**config.mk**
```make
export PLATFORM = sky130hd
export DESIGN_NAME = indexed_list_engine
export DESIGN_NICKNAME = d
export VERILOG_FILES = /design/src/hdl/ilist_pkg.sv /design/src/hdl/ilist_ram.sv /design/src/hdl/ilist_dpath.sv /design/src/hdl/ilist_ctrl.sv /design/src/hdl/indexed_list_engine.sv
export SDC_FILE = /design/constraint.sdc
export NUM_CORES = 1
export LEC_CHECK = 0
export ABC_AREA = 1
export BUFFER_PORTS_ARGS = -buffer_cell sky130_fd_sc_hd__buf_2
export CELL_PAD_IN_SITES_DETAIL_PLACEMENT = 1
export CELL_PAD_IN_SITES_GLOBAL_PLACEMENT = 1
export CORE_ASPECT_RATIO = 1.25
export CORE_MARGIN = 10
export CORE_UTILIZATION = 56
export DETAILED_ROUTE_END_ITERATION = 8
export PLACE_DENSITY_LB_ADDON = 0.1
export SYNTH_ARGS = -nofsm -noshare
export SYNTH_HDL_FRONTEND = slang
export SYNTH_SLANG_ARGS = --single-unit
```
**constraint.sdc**
```tcl
create_clock -name aclk -period 8.32 [get_ports aclk]
set_input_delay 0.416 -clock aclk [delete_from_list [all_inputs] [get_ports aclk]]
set_output_delay 0.416 -clock aclk [all_outputs]
set_load 0.02 [all_outputs]
```
**src/hdl/ilist_pkg.sv**
```systemverilog
// ----------------------------------------------------------------------------
// ilist_pkg
// Shared constants, operation codes and control structs of the indexed list
// engine.
// ----------------------------------------------------------------------------
package ilist_pkg;

    // list size and field widths
    localparam int CAPACITY  = 32;
    localparam int DATA_W    = 32;
    localparam int POS_W     = 6;
    localparam int KIND_W    = 2;
    localparam int IDX_W     = $clog2(CAPACITY);
    localparam int CNT_W     = $clog2(CAPACITY + 1);
    localparam int CMP_W     = (CNT_W > POS_W) ? CNT_W : POS_W;
    localparam int TDATA_W   = ((DATA_W + POS_W + 7) / 8) * 8;
    localparam int PAD_W     = TDATA_W - DATA_W - POS_W;
    localparam int S_TUSER_W = KIND_W;
    localparam int M_TUSER_W = 2;

    // operation kinds
    localparam logic [KIND_W-1:0] KIND_FRONT = 2'd0;
    localparam logic [KIND_W-1:0] KIND_BACK  = 2'd1;
    localparam logic [KIND_W-1:0] KIND_DEL   = 2'd2;
    localparam logic [KIND_W-1:0] KIND_NOP   = 2'd3;

    // work plan chosen when an item is taken
    localparam int PLAN_W = 3;
    localparam logic [PLAN_W-1:0] PLAN_NONE     = 3'd0;
    localparam logic [PLAN_W-1:0] PLAN_PUT      = 3'd1;
    localparam logic [PLAN_W-1:0] PLAN_SHIFT_UP = 3'd2;
    localparam logic [PLAN_W-1:0] PLAN_SHIFT_DN = 3'd3;
    localparam logic [PLAN_W-1:0] PLAN_DEC      = 3'd4;

    // controller to datapath
    typedef struct packed {
        logic load;      // latch the incoming item
        logic shift_rd;  // read one entry of a shift and advance
        logic put;       // write the new value, count up
        logic dec;       // count down
        logic list;      // emit list entries
    } ilist_cmd_t;

    // datapath to controller
    typedef struct packed {
        logic [PLAN_W-1:0] plan;
        logic              shift_last;
        logic              shift_up;
        logic              list_done;
        logic              pend;
    } ilist_sts_t;

endpackage

```
**src/hdl/ilist_ram.sv**
```systemverilog
// ----------------------------------------------------------------------------
// ilist_ram
// Generic memory: one write port, one read port with registered read data.
// ----------------------------------------------------------------------------
module ilist_ram #(
    parameter int WIDTH = 32,
    parameter int DEPTH = 32
) (
    input  logic                     aclk,
    input  logic                     we,
    input  logic [$clog2(DEPTH)-1:0] waddr,
    input  logic [WIDTH-1:0]         wdata,
    input  logic                     re,
    input  logic [$clog2(DEPTH)-1:0] raddr,
    output logic [WIDTH-1:0]         rdata
);

    logic [WIDTH-1:0] mem [DEPTH];
    logic [WIDTH-1:0] rdata_reg;

    // write port
    always_ff @(posedge aclk) begin
        if (we) begin
            mem[waddr] <= wdata;
        end
    end

    // registered read, held while no read is issued
    always_ff @(posedge aclk) begin
        if (re) begin
            rdata_reg <= mem[raddr];
        end
    end

    assign rdata = rdata_reg;

endmodule

```
**src/hdl/ilist_dpath.sv**
```systemverilog
// ----------------------------------------------------------------------------
// ilist_dpath
// Element store, count, shift pipeline and listing output register.
// ----------------------------------------------------------------------------
module ilist_dpath
    import ilist_pkg::*;
(
    input  logic                     aclk,
    input  logic                     aresetn,
    input  ilist_cmd_t               cmd,
    output ilist_sts_t               sts,
    input  logic [KIND_W-1:0]        in_kind,
    input  logic signed [DATA_W-1:0] in_value,
    input  logic [POS_W-1:0]         in_pos,
    output logic                     out_valid,
    input  logic                     out_ready,
    output logic signed [DATA_W-1:0] out_value,
    output logic [POS_W-1:0]         out_pos,
    output logic                     out_empty,
    output logic                     out_last,
    output logic                     out_dropped
);

    // control registers
    logic [CNT_W-1:0]  count_reg, count_next;
    logic              wpend_reg, wpend_next;
    logic              pend_reg, pend_next;
    logic              out_valid_reg, out_valid_next;

    // payload registers
    logic [DATA_W-1:0] value_reg, value_next;
    logic              dropped_reg, dropped_next;
    logic              up_reg, up_next;
    logic [IDX_W-1:0]  put_addr_reg, put_addr_next;
    logic [IDX_W-1:0]  rd_reg, rd_next;
    logic [IDX_W-1:0]  waddr_reg, waddr_next;
    logic [IDX_W-1:0]  list_idx_reg, list_idx_next;
    logic              pend_empty_reg, pend_empty_next;
    logic              pend_last_reg, pend_last_next;
    logic [IDX_W-1:0]  pend_pos_reg, pend_pos_next;
    logic [DATA_W-1:0] out_value_reg, out_value_next;
    logic [POS_W-1:0]  out_pos_reg, out_pos_next;
    logic              out_empty_reg, out_empty_next;
    logic              out_last_reg, out_last_next;
    logic              out_dropped_reg, out_dropped_next;

    // decode and memory signals
    logic              is_ins, full, pos_hit, tail_del;
    logic [CMP_W-1:0]  pos_ext, count_ext;
    logic [PLAN_W-1:0] plan;
    logic              load_out, issue, list_last, shift_last;
    logic              ram_we, ram_re;
    logic [IDX_W-1:0]  ram_waddr, ram_raddr;
    logic [DATA_W-1:0] ram_wdata, ram_rdata;

    ilist_ram #(
        .WIDTH (DATA_W),
        .DEPTH (CAPACITY)
    ) u_store (
        .aclk  (aclk),
        .we    (ram_we),
        .waddr (ram_waddr),
        .wdata (ram_wdata),
        .re    (ram_re),
        .raddr (ram_raddr),
        .rdata (ram_rdata)
    );

    // pick the work plan for the incoming item
    always_comb begin
        pos_ext   = CMP_W'(in_pos);
        count_ext = CMP_W'(count_reg);
        is_ins    = (in_kind == KIND_FRONT) || (in_kind == KIND_BACK);
        full      = (count_reg == CNT_W'(CAPACITY));
        pos_hit   = (pos_ext < count_ext);
        tail_del  = ((pos_ext + CMP_W'(1)) == count_ext);
        plan      = PLAN_NONE;
        unique case (in_kind) inside
            KIND_FRONT, KIND_BACK: begin
                if (full) begin
                    plan = PLAN_NONE;
                end else if ((in_kind == KIND_FRONT) && (count_reg != '0)) begin
                    plan = PLAN_SHIFT_UP;
                end else begin
                    plan = PLAN_PUT;
                end
            end
            KIND_DEL: begin
                if (!pos_hit) begin
                    plan = PLAN_NONE;
                end else if (tail_del) begin
                    plan = PLAN_DEC;
                end else begin
                    plan = PLAN_SHIFT_DN;
                end
            end
            default: plan = PLAN_NONE;
        endcase
    end

    // listing handshake and end-of-run detection
    always_comb begin
        load_out   = pend_reg && (!out_valid_reg || out_ready);
        issue      = cmd.list && (!pend_reg || load_out);
        list_last  = (count_reg == '0) ||
                     (list_idx_reg == IDX_W'(count_reg - CNT_W'(1)));
        shift_last = up_reg ? (rd_reg == '0)
                            : (rd_reg == IDX_W'(count_reg - CNT_W'(1)));
    end

    // memory ports: shift reads and list reads share the read port
    always_comb begin
        ram_re    = cmd.shift_rd || (issue && (count_reg != '0));
        ram_raddr = cmd.shift_rd ? rd_reg : list_idx_reg;
        ram_we    = wpend_reg || cmd.put;
        ram_waddr = wpend_reg ? waddr_reg : put_addr_reg;
        ram_wdata = wpend_reg ? ram_rdata : value_reg;
    end

    // next state
    always_comb begin
        count_next       = count_reg;
        value_next       = value_reg;
        dropped_next     = dropped_reg;
        up_next          = up_reg;
        put_addr_next    = put_addr_reg;
        rd_next          = rd_reg;
        waddr_next       = waddr_reg;
        list_idx_next    = list_idx_reg;
        wpend_next       = cmd.shift_rd;
        pend_next        = pend_reg;
        pend_empty_next  = pend_empty_reg;
        pend_last_next   = pend_last_reg;
        pend_pos_next    = pend_pos_reg;
        out_valid_next   = out_valid_reg;
        out_value_next   = out_value_reg;
        out_pos_next     = out_pos_reg;
        out_empty_next   = out_empty_reg;
        out_last_next    = out_last_reg;
        out_dropped_next = out_dropped_reg;

        // latch the item and set up the shift
        if (cmd.load) begin
            value_next    = in_value;
            dropped_next  = is_ins && full;
            up_next       = (in_kind == KIND_FRONT);
            put_addr_next = (in_kind == KIND_FRONT) ? '0 : IDX_W'(count_reg);
            rd_next       = (in_kind == KIND_FRONT) ? IDX_W'(count_reg - CNT_W'(1))
                                                    : IDX_W'(pos_ext + CMP_W'(1));
            list_idx_next = '0;
        end

        // advance the shift; the write lands in the next cycle
        if (cmd.shift_rd) begin
            waddr_next = up_reg ? (rd_reg + IDX_W'(1)) : (rd_reg - IDX_W'(1));
            rd_next    = up_reg ? (rd_reg - IDX_W'(1)) : (rd_reg + IDX_W'(1));
        end

        if (cmd.put) begin
            count_next = count_reg + CNT_W'(1);
        end
        if (cmd.dec) begin
            count_next = count_reg - CNT_W'(1);
        end

        // hand the read data over to the output register
        if (load_out) begin
            out_value_next   = pend_empty_reg ? '0 : ram_rdata;
            out_pos_next     = POS_W'(pend_pos_reg);
            out_empty_next   = pend_empty_reg;
            out_last_next    = pend_last_reg;
            out_dropped_next = dropped_reg;
            out_valid_next   = 1'b1;
            pend_next        = 1'b0;
        end else if (out_ready) begin
            out_valid_next = 1'b0;
        end

        // issue the next list entry
        if (issue) begin
            pend_next       = 1'b1;
            pend_empty_next = (count_reg == '0);
            pend_last_next  = list_last;
            pend_pos_next   = list_idx_reg;
            list_idx_next   = list_idx_reg + IDX_W'(1);
        end
    end

    // control registers
    always_ff @(posedge aclk) begin
        if (!aresetn) begin
            count_reg     <= '0;
            wpend_reg     <= 1'b0;
            pend_reg      <= 1'b0;
            out_valid_reg <= 1'b0;
        end else begin
            count_reg     <= count_next;
            wpend_reg     <= wpend_next;
            pend_reg      <= pend_next;
            out_valid_reg <= out_valid_next;
        end
    end

    // payload registers
    always_ff @(posedge aclk) begin
        value_reg       <= value_next;
        dropped_reg     <= dropped_next;
        up_reg          <= up_next;
        put_addr_reg    <= put_addr_next;
        rd_reg          <= rd_next;
        waddr_reg       <= waddr_next;
        list_idx_reg    <= list_idx_next;
        pend_empty_reg  <= pend_empty_next;
        pend_last_reg   <= pend_last_next;
        pend_pos_reg    <= pend_pos_next;
        out_value_reg   <= out_value_next;
        out_pos_reg     <= out_pos_next;
        out_empty_reg   <= out_empty_next;
        out_last_reg    <= out_last_next;
        out_dropped_reg <= out_dropped_next;
    end

    // status and outputs
    assign sts.plan       = plan;
    assign sts.shift_last = shift_last;
    assign sts.shift_up   = up_reg;
    assign sts.list_done  = issue && list_last;
    assign sts.pend       = pend_reg;

    assign out_valid   = out_valid_reg;
    assign out_value   = out_value_reg;
    assign out_pos     = out_pos_reg;
    assign out_empty   = out_empty_reg;
    assign out_last    = out_last_reg;
    assign out_dropped = out_dropped_reg;

    // checks
    assert property (@(posedge aclk) disable iff (!aresetn)
        count_reg <= CNT_W'(CAPACITY))
        else $error("element count above capacity");

    assert property (@(posedge aclk) disable iff (!aresetn)
        !(wpend_reg && cmd.put))
        else $error("shift write collides with new value write");

    assert property (@(posedge aclk) disable iff (!aresetn)
        cmd.list |-> !wpend_reg)
        else $error("list read while a shift write is outstanding");

    assert property (@(posedge aclk) disable iff (!aresetn)
        cmd.dec |=> (count_reg == $past(count_reg) - CNT_W'(1)))
        else $error("delete did not lower the count");

endmodule

```
**src/hdl/ilist_ctrl.sv**
```systemverilog
// ----------------------------------------------------------------------------
// ilist_ctrl
// Sequencer: takes an item, runs its shift, write or count-down, then the listing.
// ----------------------------------------------------------------------------
module ilist_ctrl
    import ilist_pkg::*;
(
    input  logic       aclk,
    input  logic       aresetn,
    input  logic       in_valid,
    output logic       in_ready,
    input  ilist_sts_t sts,
    output ilist_cmd_t cmd
);

    localparam logic [2:0] ST_IDLE  = 3'd0;
    localparam logic [2:0] ST_SHIFT = 3'd1;
    localparam logic [2:0] ST_DRAIN = 3'd2;
    localparam logic [2:0] ST_PUT   = 3'd3;
    localparam logic [2:0] ST_DEC   = 3'd4;
    localparam logic [2:0] ST_LIST  = 3'd5;

    logic [2:0] state_reg, state_next;

    // decode state into commands and the next state
    always_comb begin
        state_next = state_reg;
        cmd        = '0;
        in_ready   = 1'b0;
        unique case (state_reg)
            ST_IDLE: begin
                in_ready = !sts.pend;
                if (in_valid && !sts.pend) begin
                    cmd.load = 1'b1;
                    unique case (sts.plan) inside
                        PLAN_SHIFT_UP, PLAN_SHIFT_DN: state_next = ST_SHIFT;
                        PLAN_PUT:                     state_next = ST_PUT;
                        PLAN_DEC:                     state_next = ST_DEC;
                        default:                      state_next = ST_LIST;
                    endcase
                end
            end
            ST_SHIFT: begin
                cmd.shift_rd = 1'b1;
                if (sts.shift_last) begin
                    state_next = ST_DRAIN;
                end
            end
            ST_DRAIN: begin
                state_next = sts.shift_up ? ST_PUT : ST_DEC;
            end
            ST_PUT: begin
                cmd.put    = 1'b1;
                state_next = ST_LIST;
            end
            ST_DEC: begin
                cmd.dec    = 1'b1;
                state_next = ST_LIST;
            end
            ST_LIST: begin
                cmd.list = 1'b1;
                if (sts.list_done) begin
                    state_next = ST_IDLE;
                end
            end
            default: state_next = ST_IDLE;
        endcase
    end

    always_ff @(posedge aclk) begin
        if (!aresetn) begin
            state_reg <= ST_IDLE;
        end else begin
            state_reg <= state_next;
        end
    end

endmodule

```
**src/hdl/indexed_list_engine.sv**
```systemverilog
// ----------------------------------------------------------------------------
// indexed_list_engine
// Ordered list of signed 32-bit values with front/back insert and delete.
// ----------------------------------------------------------------------------
// Each transfer on the s_ channel carries one operation: insert at front,
// insert at back, delete at a position, or no change (kind in s_tuser).
// After the operation the whole list goes out on the m_ channel front to
// back, one transfer per element with m_tlast on the final one; an empty
// list gives one transfer with the empty flag set in m_tuser. A refused
// insert (list full) sets the dropped flag on every transfer of that run.
// Sequence with a ready receiver: the item is taken in the idle state; a
// back insert or a tail delete then goes to its update state, a front
// insert into a non-empty list or a middle delete shifts the store one
// entry per cycle through the memory's single write port and then passes
// a drain and an update state, and a no-change, refused or out-of-range
// operation goes straight to the listing. The listing issues one element
// per cycle while the receiver keeps up, and each element passes a pending
// stage and then the output register; s_tready stays low from acceptance
// until the last element is in the output register. A stalled receiver
// holds the output register and pauses the listing without loss. Reset
// empties the list and returns the engine to idle with s_tready high.
// ----------------------------------------------------------------------------
module indexed_list_engine
    import ilist_pkg::*;
(
    input  logic                 aclk,
    input  logic                 aresetn,
    input  logic                 s_tvalid,
    output logic                 s_tready,
    input  logic [TDATA_W-1:0]   s_tdata,   // [31:0] new_value, [37:32] position
    input  logic [S_TUSER_W-1:0] s_tuser,   // [1:0] kind
    output logic                 m_tvalid,
    input  logic                 m_tready,
    output logic [TDATA_W-1:0]   m_tdata,   // [31:0] item_value, [37:32] item_position
    output logic [M_TUSER_W-1:0] m_tuser,   // [0] list_empty, [1] insert_dropped
    output logic                 m_tlast
);

    ilist_cmd_t               cmd;
    ilist_sts_t               sts;
    logic signed [DATA_W-1:0] out_value;
    logic [POS_W-1:0]         out_pos;
    logic                     out_empty;
    logic                     out_dropped;

    ilist_ctrl u_ctrl (
        .aclk     (aclk),
        .aresetn  (aresetn),
        .in_valid (s_tvalid),
        .in_ready (s_tready),
        .sts      (sts),
        .cmd      (cmd)
    );

    ilist_dpath u_dpath (
        .aclk        (aclk),
        .aresetn     (aresetn),
        .cmd         (cmd),
        .sts         (sts),
        .in_kind     (s_tuser[KIND_W-1:0]),
        .in_value    (s_tdata[DATA_W-1:0]),
        .in_pos      (s_tdata[DATA_W +: POS_W]),
        .out_valid   (m_tvalid),
        .out_ready   (m_tready),
        .out_value   (out_value),
        .out_pos     (out_pos),
        .out_empty   (out_empty),
        .out_last    (m_tlast),
        .out_dropped (out_dropped)
    );

    // pack the result transfer
    assign m_tdata = {{PAD_W{1'b0}}, out_pos, out_value};
    assign m_tuser = {out_dropped, out_empty};

endmodule

```
==> Yosys cells after proc, flatten, opt, wreduce, memory -nomap -nowiden <==
Memory sizes are Yosys's and may differ from the RTL's. A register that Yosys moved wholly into a read port is not among the register bits.
Index checks and enable logic that the tools add are counted.
{ "classes": {"eq_ne": 18, "muxes": 37, "n_lt_le_gt_ge": 1, "add_sub_neg": 6, "n_reduce_logical": 29} }
{ "op_table": {"columns": ["cell", "n"], "rows": [
  ["5-bit two-way mux", 9],
  ["32-bit two-way mux", 1],
  ["3-bit two-way mux", 6],
  ["3-bit one-hot mux with 5 select lines", 1],
  ["1-bit two-way mux", 14],
  ["6-bit by 1-bit adder with 6-bit output, second input constant", 2],
  ["3-bit by 2-bit equality test with 1-bit output, second input constant", 4],
  ["6-bit two-way mux", 2],
  ["5-bit by 1-bit adder with 5-bit output, second input constant", 2],
  ["5-bit equality test", 2],
  ["2-bit nonzero test", 5],
  ["3-bit equality test, second input constant", 3],
  ["3-bit one-hot mux with 3 select lines", 1],
  ["1-bit logical AND", 7],
  ["3-bit by 1-bit equality test with 1-bit output, second input constant", 2],
  ["6-bit equality test", 1],
  ["6-bit equality test, second input constant", 1],
  ["6-bit logical NOT", 1],
  ["1-bit logical OR", 6],
  ["6-bit less-than comparator", 1],
  ["3-bit one-hot mux with 2 select lines", 1],
  ["6-bit nonzero test", 1],
  ["2-bit OR reduction", 3],
  ["6-bit by 1-bit subtractor with 6-bit output, second input constant", 1],
  ["other kinds (11)", 14]
]} }
{ "totals": {"mem_count": 1, "ram_bits": 1024, "input_bits": 46, "ff_bits": 113, "output_inout_bits": 45, "wordCells": 112} }
{ "mem_list": {"columns": ["name", "words", "word_bits", "rd", "rd_ports_with_merged_regs", "wr", "line", "source"], "rows": [
  ["u_dpath.u_store.mem", 32, 32, 1, 1, 1, "ilist_ram.sv:18", "logic [WIDTH-1:0] mem [DEPTH];"]
]} }

==> Depth between registers and ports, before layout <==
{ "depth": {"word_depth": 10, "ltp_mapped": 16} }

==> Cells and area by module <==
A second synthesis with hierarchy kept.
{ "unflattened": {"hier_cells": 4131, "area_unflattened_um2": 48296.3} }
{ "by_module_without_submodules": {"columns": ["module", "cells_per_inst", "n_inst", "area_per_inst_um2", "seq_area_each_um2"], "rows": [
  ["ilist_ram", 3536, 1, 42726.0, 31710.4],
  ["ilist_dpath", 540, 1, 5253.8, 3213.1],
  ["ilist_ctrl", 50, 1, 282.8, 60.1],
  ["indexed_list_engine", 5, 1, 33.8, 0.0]
]} }

==> Worst setup path before layout <==
Ideal clock, no wire load.
{ "synth_path": {"kind": "reg2reg", "start": "reg u_dpath.count_reg[0] (netlist: u_dpath.count_ext[0])", "end": "reg u_dpath.u_store.rdata_reg[0] (netlist: u_dpath.u_store.rdata[0]), read port of u_dpath.u_store.mem (enable)", "path_buffers": 0, "path_stages_with_launch": 6, "t_arrival_ns": 3.420, "setup_time_ns": 0.466, "synth_period_minus_slack_ns": 3.885, "path_slack_ns": 4.435, "cell_sequence": "dfxtp_1 clkinv_1 ha_1 nand3_1 nor2_1 o21ai_0"} }
{ "synth_via": {"elab_chain_cells": 3} }
{ "synth_lines": {"columns": ["item", "line", "source"], "rows": [
  ["start: declaration", "ilist_dpath.sv:25", "logic [CNT_W-1:0] count_reg, count_next;"],
  ["start signal: assignment", "ilist_dpath.sv:197", "count_reg <= count_next;"],
  ["6-bit nonzero test", "ilist_dpath.sv:113", "ram_re = cmd.shift_rd || (issue && (count_reg != '0));"],
  ["1-bit logical AND", "ilist_dpath.sv:113", null],
  ["1-bit logical OR", "ilist_dpath.sv:113", null],
  ["via u_dpath.ram_re", "ilist_dpath.sv:52", "logic ram_we, ram_re;"],
  ["end: declaration", "ilist_ram.sv:19", "logic [WIDTH-1:0] rdata_reg;"]
]} }
The timed path passes the listed nets, and every way through them passes these cells.
A chain may end at the register's enable or synchronous reset.

==> run metrics <==
P_leak=17.7 nW; FF/Latch Area=35000 um2; MaxCap Viol Count=0; Worst path slowest cell=buf_4; Setup crit start kind=flip-flop; final WL=147000 um; sw power=0.00953 W; skew final=0.0315 ns; Largest register FFs=1024; M1 GR Usage=0.361; Crit Path Class=reg -> reg; worst-case reg-to-reg path depth=14; Clock Path Buffers=3; sequential fraction of design power=0.354; status=completed; Final Hold Viols=0; worst slew pin tran=1.38 ns; Vias/cell=6.42; PortBufs=85; Synth warnings=0; R2R Setup Slk=3.61 ns; Multi-input gate area=10700 um2; Max IR drop VDD=0.756 mV; postcts setup bufs=0; first-pass GRT wire length=214000 um; Tmin final=4.71 ns; Total GRT Usage=0.301; DIE WIDTH=279 um; Worst R2R Start=u_ctrl.state_reg[1]; Buf/Inv on CP=4; period utilization=0.566; Worst Path Required=8.78 ns; cell area after synthesis=47100 um2; number of fill cells=8013; GRT met2 Usage=0.527; H-tree depth=3; Vias=31700; post-synthesis sequential area ratio=0.743; CP peak stage delay=0.82 ns; GPL Wtd Cong=0.851; Final Total Pwr=0.0225 W; Final ANT Viol Nets=0; Comb pwr share=0.418; layout cells sized above 1=0.0995; #FFs+latches synth=1169; most used routing layer=met2; starting density of the core=0.567; met3 GRT Util=0.0380; max_slew headroom=0.0767; Reg with most FFs=u_dpath.u_store.mem; delay-heaviest family, CP=buffers and inverters; final net count=3831; crit-path cells=inv_2 > nand3_2 > inv_1 > nand2_2 > nand2_8 > buf_4 > buf_4 > a21oi_1 > o21ai_0 > o211ai_1 > nand3_1 > nand2_1 > nand2_1 > nand2_1; Setup violations, final=0; initial DRC count=3543; CTS Sinks=1169; Root Buffer=clkbuf_16; worst hold-check path type=in -> reg; Ports=91; Cell variety after synth=36; hold path depth=3; Setup TNS=0 ns; Die Y=344 um; drt wl/cell=29.7 um; Worst EP arrival=5.17 ns; clk_lat worst skew=0.71 ns; cell count after synthesis=3711; Int Pwr=0.0130 W; clock network power share=0.227; total CTS buffers=110; pin count of the biggest net entering global routing=220; Die ar.=96200 um2; Layout area overhead=11.8%; # rows=118; average size of a mapped cell=12.7 um2; Reg2Reg Capture Point=u_dpath.u_store.rdata[31]; top-area cell type share of the netlist area=0.738; Overflow after GRT=0; Hold EP=u_dpath.count_ext[1]; Util after Layout=0.633; Crit Path Max Fanout=92; Worst-path clk slew=0.06 ns; most used cell, CP=nand2_1; # DRC=0; # diodes=0; RSZ-0062 raised after global routing=false; Switching Share=0.423; Peak Freq=212 MHz; pwr dens=428 nW/um2; core area=83100 um2; Hold Startpoint=aresetn; Pre-Repair DR Iteration Count=8; CTS tree=yes; synth top area cells=edfxtp_1, o21ai_0, nor2_1, o211ai_1, nand2_1; Synth area leader=edfxtp_1; vias in the first global route=33100; initial antenna violation count=1; max-slew violation count=0; dpl hpwl=77800 um; crit path capture type=flip-flop
placed cells by master, fill, tap and decap left out, types with 30 or more instances in the layout:
cell / instances
o21ai_2: 30
buf_2: 85
a21oi_1: 114
clkbuf_16: 112
nor2_1: 645
inv_1: 174
buf_4: 63
o21ai_1: 56
nand2_1: 277
o211ai_1: 258
edfxtp_1: 1157
dlygate4sd3_1: 32
o21ai_0: 482
nor2_4: 32
nand3_1: 158
clkinv_1: 32
timing repair:
item | 4_1_cts | 5_1_grt
resized for setup | 0 | 0
hold buffers | 32 | 0
hold endpoints to repair | 32 | 0
power by group through the flow:
stage	sequential (W)	clock [W]	combinational, W
floorplan	0.00806	0	0.00612
CTS	0.00797	0.00512	0.00932
global placement	0.00806	0	0.00855
detailed placement	0.00809	0	0.00918
global route	0.00800	0.00537	0.0103
finish	0.00798	0.00512	0.00942
cell type report:
class | count | area share
clock buffers | 138 | 0.0551
inverters | 184 | 0.0133
clock inverters | 63 | 0.0131
well taps | 1080 | 0.0257
flip-flops and latches | 1169 | 0.664
repair buffers | 184 | 0.0247
multi-input cells | 2123 | 0.204
worst register-to-register path, stage by stage, from the launching register on:
cell,delay [ns]
dfxtp_1,0.34
inv_2,0.09
nand3_2,0.48
inv_1,0.51
nand2_2,0.20
nand2_8,0.32
buf_4,0.89
buf_4,0.75
a21oi_1,0.20
o21ai_0,0.11
o211ai_1,0.13
nand3_1,0.19
nand2_1,0.07
nand2_1,0.12
nand2_1,0.09
through the flow:
step	setup WS (ns)	area, um2	hold WS, ns	instances
4_1_cts	3.65	52600	0.0178	4941
3_3_place_gp	3.88	48700	0.409	4708
6_report	3.61	52700	0.0359	4941
3_5_place_dp	3.65	48700	0.408	4708
2_1_floorplan	4.43	47100	0.400	3713
5_1_grt	3.23	52700	0.0516	4941
worst max-delay path by stage:
stage	slack [ns]	from	depth (start not counted)	to
after floorplan	4.43	u_dpath.count_ext[0]	5	u_dpath.u_store.rdata[0]
after global placement	3.88	u_ctrl.state_reg[2]	14	u_dpath.u_store.rdata[31]
after detailed placement	3.65	u_ctrl.state_reg[0]	13	u_dpath.u_store.rdata[31]
after CTS	3.65	u_ctrl.state_reg[0]	13	u_dpath.u_store.rdata[5]
after global routing	3.23	u_ctrl.state_reg[0]	13	u_dpath.u_store.rdata[31]
final	3.61	u_ctrl.state_reg[1]	14	u_dpath.u_store.rdata[31]
synth_stat cells (all sizes together):
cell       n
ha        13
mux2i      2
nand3    159
o21bai     1
edfxtp  1157
clkinv     2
inv      182
a41oi      1
a311oi     1
o211ai   258
or2        6
a31oi      4
nand4      4
nand3b     1
conb       1
nor2     677
nor3       5
xnor2      6
xor2      11
o22ai      1
a21oi    116
o21ai    573
clkbuf    94
a211oi     1
dfxtp     12
buf      143
nand2    280
kinds of logic (layout without fill, tap and decap cells):
kind of cell	after synthesis	after routing	synth area share
DFF	1169	1169	0.743
and+or+nand+nor	1132	1132	0.0955
AOI/OAI and AO/OA	956	956	0.116
buffers and inverters	421	569	0.0389
xor gates and xnor gates	17	17	0.00316
adders and majority gates	13	13	0.00345
muxes	2	2	0.000425
other	1	3	0.0000796
metal layers:
metal / up-vias / wire [um]
met4: 2 / 7930
met3: 362 / 9260
met5: - / 17
li1: 13600 / -
met1: 16300 / 54200
met2: 1457 / 75100
Note: power is estimated with default switching activity, not from simulation.
